## src/hdl/fet_pkg.sv

```systemverilog
// shared types and constants of the fat entry table
// used by fet_ctrl, fet_dp and fat_entry_table_top; no dependencies
package fet_pkg;

  localparam int MAX_ENTRIES_DEF = 4096;

  localparam logic [1:0] MODE_LOAD = 2'd0;
  localparam logic [1:0] MODE_SET  = 2'd1;
  localparam logic [1:0] MODE_NEXT = 2'd2;
  localparam logic [1:0] MODE_INV  = 2'd3;

  localparam logic [1:0] MK_PLAIN = 2'd0;
  localparam logic [1:0] MK_END   = 2'd1;
  localparam logic [1:0] MK_BAD   = 2'd2;

  localparam logic [1:0] CFG_WIDE  = 2'd0;
  localparam logic [1:0] CFG_COUNT = 2'd1;
  localparam logic [1:0] CFG_START = 2'd2;
  localparam logic [1:0] CFG_SIZE  = 2'd3;

  localparam logic [15:0] BAD12  = 16'h0ff7;
  localparam logic [15:0] BAD16  = 16'hfff7;
  localparam logic [15:0] MASK12 = 16'h0fff;
  localparam logic [15:0] MASK16 = 16'hffff;

  typedef struct packed {
    logic [1:0]  mode;
    logic [15:0] cluster;
    logic [15:0] new_value;
    logic [1:0]  marker;
  } fet_in_t;

  typedef struct packed {
    logic [15:0] entry_value;
    logic [15:0] next_index;
    logic        is_end;
    logic        is_bad;
    logic        error;
    logic        write_valid;
    logic [31:0] first_addr;
    logic [31:0] second_addr;
    logic [7:0]  byte_lo;
    logic [7:0]  byte_hi;
  } fet_out_t;

  typedef enum logic [1:0] {
    ST_IDLE,
    ST_EXEC,
    ST_FIN,
    ST_OUT
  } state_t;

  typedef struct packed {
    logic latch;
    logic rd;
    logic fin;
  } cmd_t;

  typedef struct packed {
    logic err;
    logic need_rd;
  } status_t;

endpackage

```

## src/hdl/fet_ctrl.sv

```systemverilog
// sequencer of the fat entry table: handshakes and datapath commands
// depends on fet_pkg
module fet_ctrl (
  input  logic             clk,
  input  logic             rst_n,
  input  logic             in_valid,
  output logic             in_stall,
  output logic             out_valid,
  input  logic             out_stall,
  input  fet_pkg::status_t st,
  output fet_pkg::cmd_t    cmd
);

  fet_pkg::state_t state_r, state_nxt;

  always_ff @(posedge clk) begin
    if (!rst_n) begin
      state_r <= fet_pkg::ST_IDLE;
    end else begin
      state_r <= state_nxt;
    end
  end

  always_comb begin
    state_nxt = state_r;
    cmd       = '0;
    in_stall  = 1'b1;
    out_valid = 1'b0;
    unique case (state_r)
      fet_pkg::ST_IDLE: begin
        in_stall  = 1'b0;
        cmd.latch = in_valid;
        if (in_valid) begin
          state_nxt = fet_pkg::ST_EXEC;
        end
      end
      fet_pkg::ST_EXEC: begin
        // bad requests need no table access
        if (st.err) begin
          cmd.fin   = 1'b1;
          state_nxt = fet_pkg::ST_OUT;
        end else begin
          cmd.rd    = st.need_rd;
          state_nxt = fet_pkg::ST_FIN;
        end
      end
      fet_pkg::ST_FIN: begin
        cmd.fin   = 1'b1;
        state_nxt = fet_pkg::ST_OUT;
      end
      fet_pkg::ST_OUT: begin
        out_valid = 1'b1;
        if (!out_stall) begin
          state_nxt = fet_pkg::ST_IDLE;
        end
      end
      default: state_nxt = fet_pkg::ST_IDLE;
    endcase
  end

`ifndef ASSERT_OFF
  a_accept_exec: assert property (@(posedge clk) disable iff (!rst_n)
    (in_valid && !in_stall) |=> state_r == fet_pkg::ST_EXEC)
    else $error("accepted request did not start");
  a_one_at_a_time: assert property (@(posedge clk) disable iff (!rst_n)
    !(out_valid && !in_stall))
    else $error("input open while result pending");
  a_result_after_fin: assert property (@(posedge clk) disable iff (!rst_n)
    $rose(out_valid) |-> $past(cmd.fin))
    else $error("result shown without being built");
  a_read_before_fin: assert property (@(posedge clk) disable iff (!rst_n)
    cmd.rd |=> cmd.fin)
    else $error("table read not followed by finish");
`endif

endmodule

```

## config.mk

```make
export PLATFORM = sky130hd
export DESIGN_NAME = fet_ctrl
export DESIGN_NICKNAME = d
export VERILOG_FILES = /design/src/hdl/fet_pkg.sv /design/src/hdl/fet_ctrl.sv
export SDC_FILE = /design/constraint.sdc
export NUM_CORES = 1
export LEC_CHECK = 0
export BUFFER_PORTS_ARGS = -buffer_cell sky130_fd_sc_hd__buf_2
export CAP_MARGIN = 20
export CORE_AREA = 10 10 47 49
export DETAILED_ROUTE_END_ITERATION = 12
export DIE_AREA = 0 0 57 59
export GPL_TIMING_DRIVEN = 0
export MAX_ROUTING_LAYER = met4
export PLACE_DENSITY = 0.38
export SYNTH_ARGS = -nofsm -noshare
export SYNTH_HDL_FRONTEND = slang
export SYNTH_SLANG_ARGS = --single-unit
```

## constraint.sdc

```tcl
create_clock -name clk -period 3.2 [get_ports clk]
set_input_delay 0.96 -clock clk [delete_from_list [all_inputs] [get_ports clk]]
set_output_delay 0.96 -clock clk [all_outputs]
set_load 0.005 [all_outputs]
```

==> flow_summary.toml <==
[synthesis]
seq_area_frac_synth_pct = 19.3
synth_top_area_share_pct = 30.1
synthArstFlopShare_pct = 0
synthMostInstantiatedCell = "ha_1"
yosys.area.top_type = "ha_1"
netlist_area_um2 = 208
yosysWarnings = 0
syn_inst = 23
synthTopCellsByArea = "ha_1 (30%), dfxtp_1 (19%), nand3b_1 (7.2%)"
syn_nets = 34
post_synth_num_cell_types = 14
synth_top_flop_cell = "dfxtp_1"
netlist_top_cells_count = "ha_1 (5), inv_1 (3), dfxtp_1 (2), nand3b_1 (2), o21ai_0 (2)"
ys_ff_latch = 2
synth_edf_count = 0
syn-mean-instance-area_um2 = 9.03

[sta]
setup_viol = 0
fin_skew_ns = 0.00543
finalSetupTns_ns = 0
whs_ns = 0.534
relSlewSlack_pct = 86.0
rsz0062_at_grt = "false"
fmax_mhz = 411
fin_crit_sh_pct = 76.0
worst_pin_slew_ns = 0.209
drv_slew = 0
hold_violations = 0
fin_crit_ns = 2.43

[worst_setup_path]
cp_max_fo = 2
critPathLaunchType = "primary input"
r2r-start = "state_r[0]"
crit_buf_inv = 2
regToRegSetupSlack_ns = 1.92
cpMaxStageDelayCell = "a21oi_1"
worstSetupStartpoint = "st[1]"
path_cells = "buf_2, a21oi_1, nor2b_1, buf_2"
crit_cells = 4
cp_top_family = "buffers and inverters"
cp.arrival_ns = 1.47
rr_worst_depth = 5
required_ns = 2.24
critPathKind = "primary input to output pin"
crit_top_cell = "buf_2"
cpPeakStageDelay_ns = 0.21
r2r_end = "state_r[0]"
critPathCaptureType = "output pin"
endpoint = "cmd[0]"

[floorplan]
die_x_um = 57
fp.dieH_um = 59
die_area_um2 = 3360
io_pins = 11
rows = 14
initial_core_util_pct = 14.8
core_area_um2 = 1400

[placement]
dp.final_hpwl_um = 434
place.port_buffers = 10
gp_congestion = 0.699

[layout]
reg_top3 = "state_r: 2 flops"
largest_reg_flops = 2
syn2layout_area_growth_pct = 44.6
drive_gt1_share_pct = 41.7
largest-register = "state_r"
diodes = 0
nNetsFinal = 49

[grt]
use_met2_pct = 2.79
grt_use_met3_pct = 3.65
antenna_found_initial = 0
top_usage_layer = "met1"
grt.total_usage_pct = 3.46
grt_max_degree = 5
gr-usage-met1_pct = 4.03
grt_first_pass_wirelength_um = 848
grt_remaining_overflow = 0
grt_pass1_vias = 198

[clock_network]
clock_sinks = 2
cts_buffers = 3
clk_pin_slew_ns = 0.03
post_cts_resize_count = 0
cts_root_buf = "clkbuf_4"
hold_buffers = 0
cts_max_level = 1
cts_setup_buffers = 0
clk-insertion-delay-late_ns = 0.22
cts_buffer_depth = 2
cts_tree = "built"

[routing]
num_vias = 193
dr.pass1.iters = 2
wire_per_inst_um = 9.50
viasPerCell = 3.71
wirelength_um = 494
ant_nets = 0
post-route-drc-count = 0
drt_iter0_drc = 7

[status]
status = "complete, no violations"

[run]
maxCapViolCount = 0

[power]
p_per_area_nw_per_um2 = 687
leakage_nw = 0.168
peakVddDrop_v = 0.000279

[worst_hold_path]
hold_path_class = "register to register"
## metal layers
metal  part of all wire, %  vias to the layer above
met1                    58                       77
met2                    24                       13
met4                     0                        0
li1                      -                      103
met3                    17                        0
met5                     0                        -
## report_power, final
group / switching, W / internal, W / total, W
Clock: 0.0000129 / 0.0000412 / 0.0000542
Sequential: 0.00000850 / 0.0000344 / 0.0000429
Combinational: 0.0000517 / 0.0000576 / 0.000109
Total: 0.0000731 / 0.000133 / 0.000206
## through the flow
step                      setup slack (ns)  utilization [%]  power [W]  cells  instance area, um2
after detailed placement             0.753             19.8   0.000155     49                 278
after floorplan                       1.06                -   0.000116     23                 208
final                                0.768             21.4   0.000206     52                 300
after global placement               0.760             19.8   0.000157     49                 278
after CTS                            0.750             21.4   0.000212     52                 300
after global routing                 0.677             21.4   0.000234     52                 300
## tightest hold or removal path, cell delays in order, from the launching register on
cell	delay [ns]
dfxtp_1	0.32
o21ai_0	0.07
a21boi_0	0.08
## cell usage in the layout (no fill, tap or decap)
cell type / n
a21boi_0: 1
a21oi_1: 1
and2_1: 1
and2_2: 1
and3b_1: 1
buf_2: 10
clkbuf_4: 3
dfxtp_1: 2
ha_1: 5
inv_1: 3
nand2_1: 1
nand3b_1: 2
nor2b_1: 1
nor2b_4: 1
o211a_1: 1
o21ai_0: 2
## how the worst min path moves through the flow
stage	startpoint	endpoint	cells after the start	slack, ns
6_report	state_r[1]	state_r[1]	2	0.53
5_1_grt	state_r[1]	state_r[1]	2	0.57
4_1_cts	state_r[1]	state_r[1]	2	0.54
3_5_place_dp	state_r[1]	state_r[1]	2	0.54
3_3_place_gp	state_r[1]	state_r[1]	2	0.55
2_1_floorplan	state_r[1]	state_r[1]	2	0.49
## cell type report
type,count,area (um2)
sequential,2,40.0
inverter,3,11.3
tap,16,20.0
multi-input combinational,18,156
fill,163,1100
timing repair buffer,10,50.0
clock buffer,3,22.5
## kinds of logic (layout without fill, tap and decap cells)
logic type      after synthesis  count (layout)  share of synthesized area [%]
compound gates                5               5                           15.7
fa+ha+maj                     5               5                           30.1
buf+inv                       3              16                           5.42
flops                         2               2                           19.3
simple gates                  8               8                           29.5
Power figures use the tool's default switching activity.
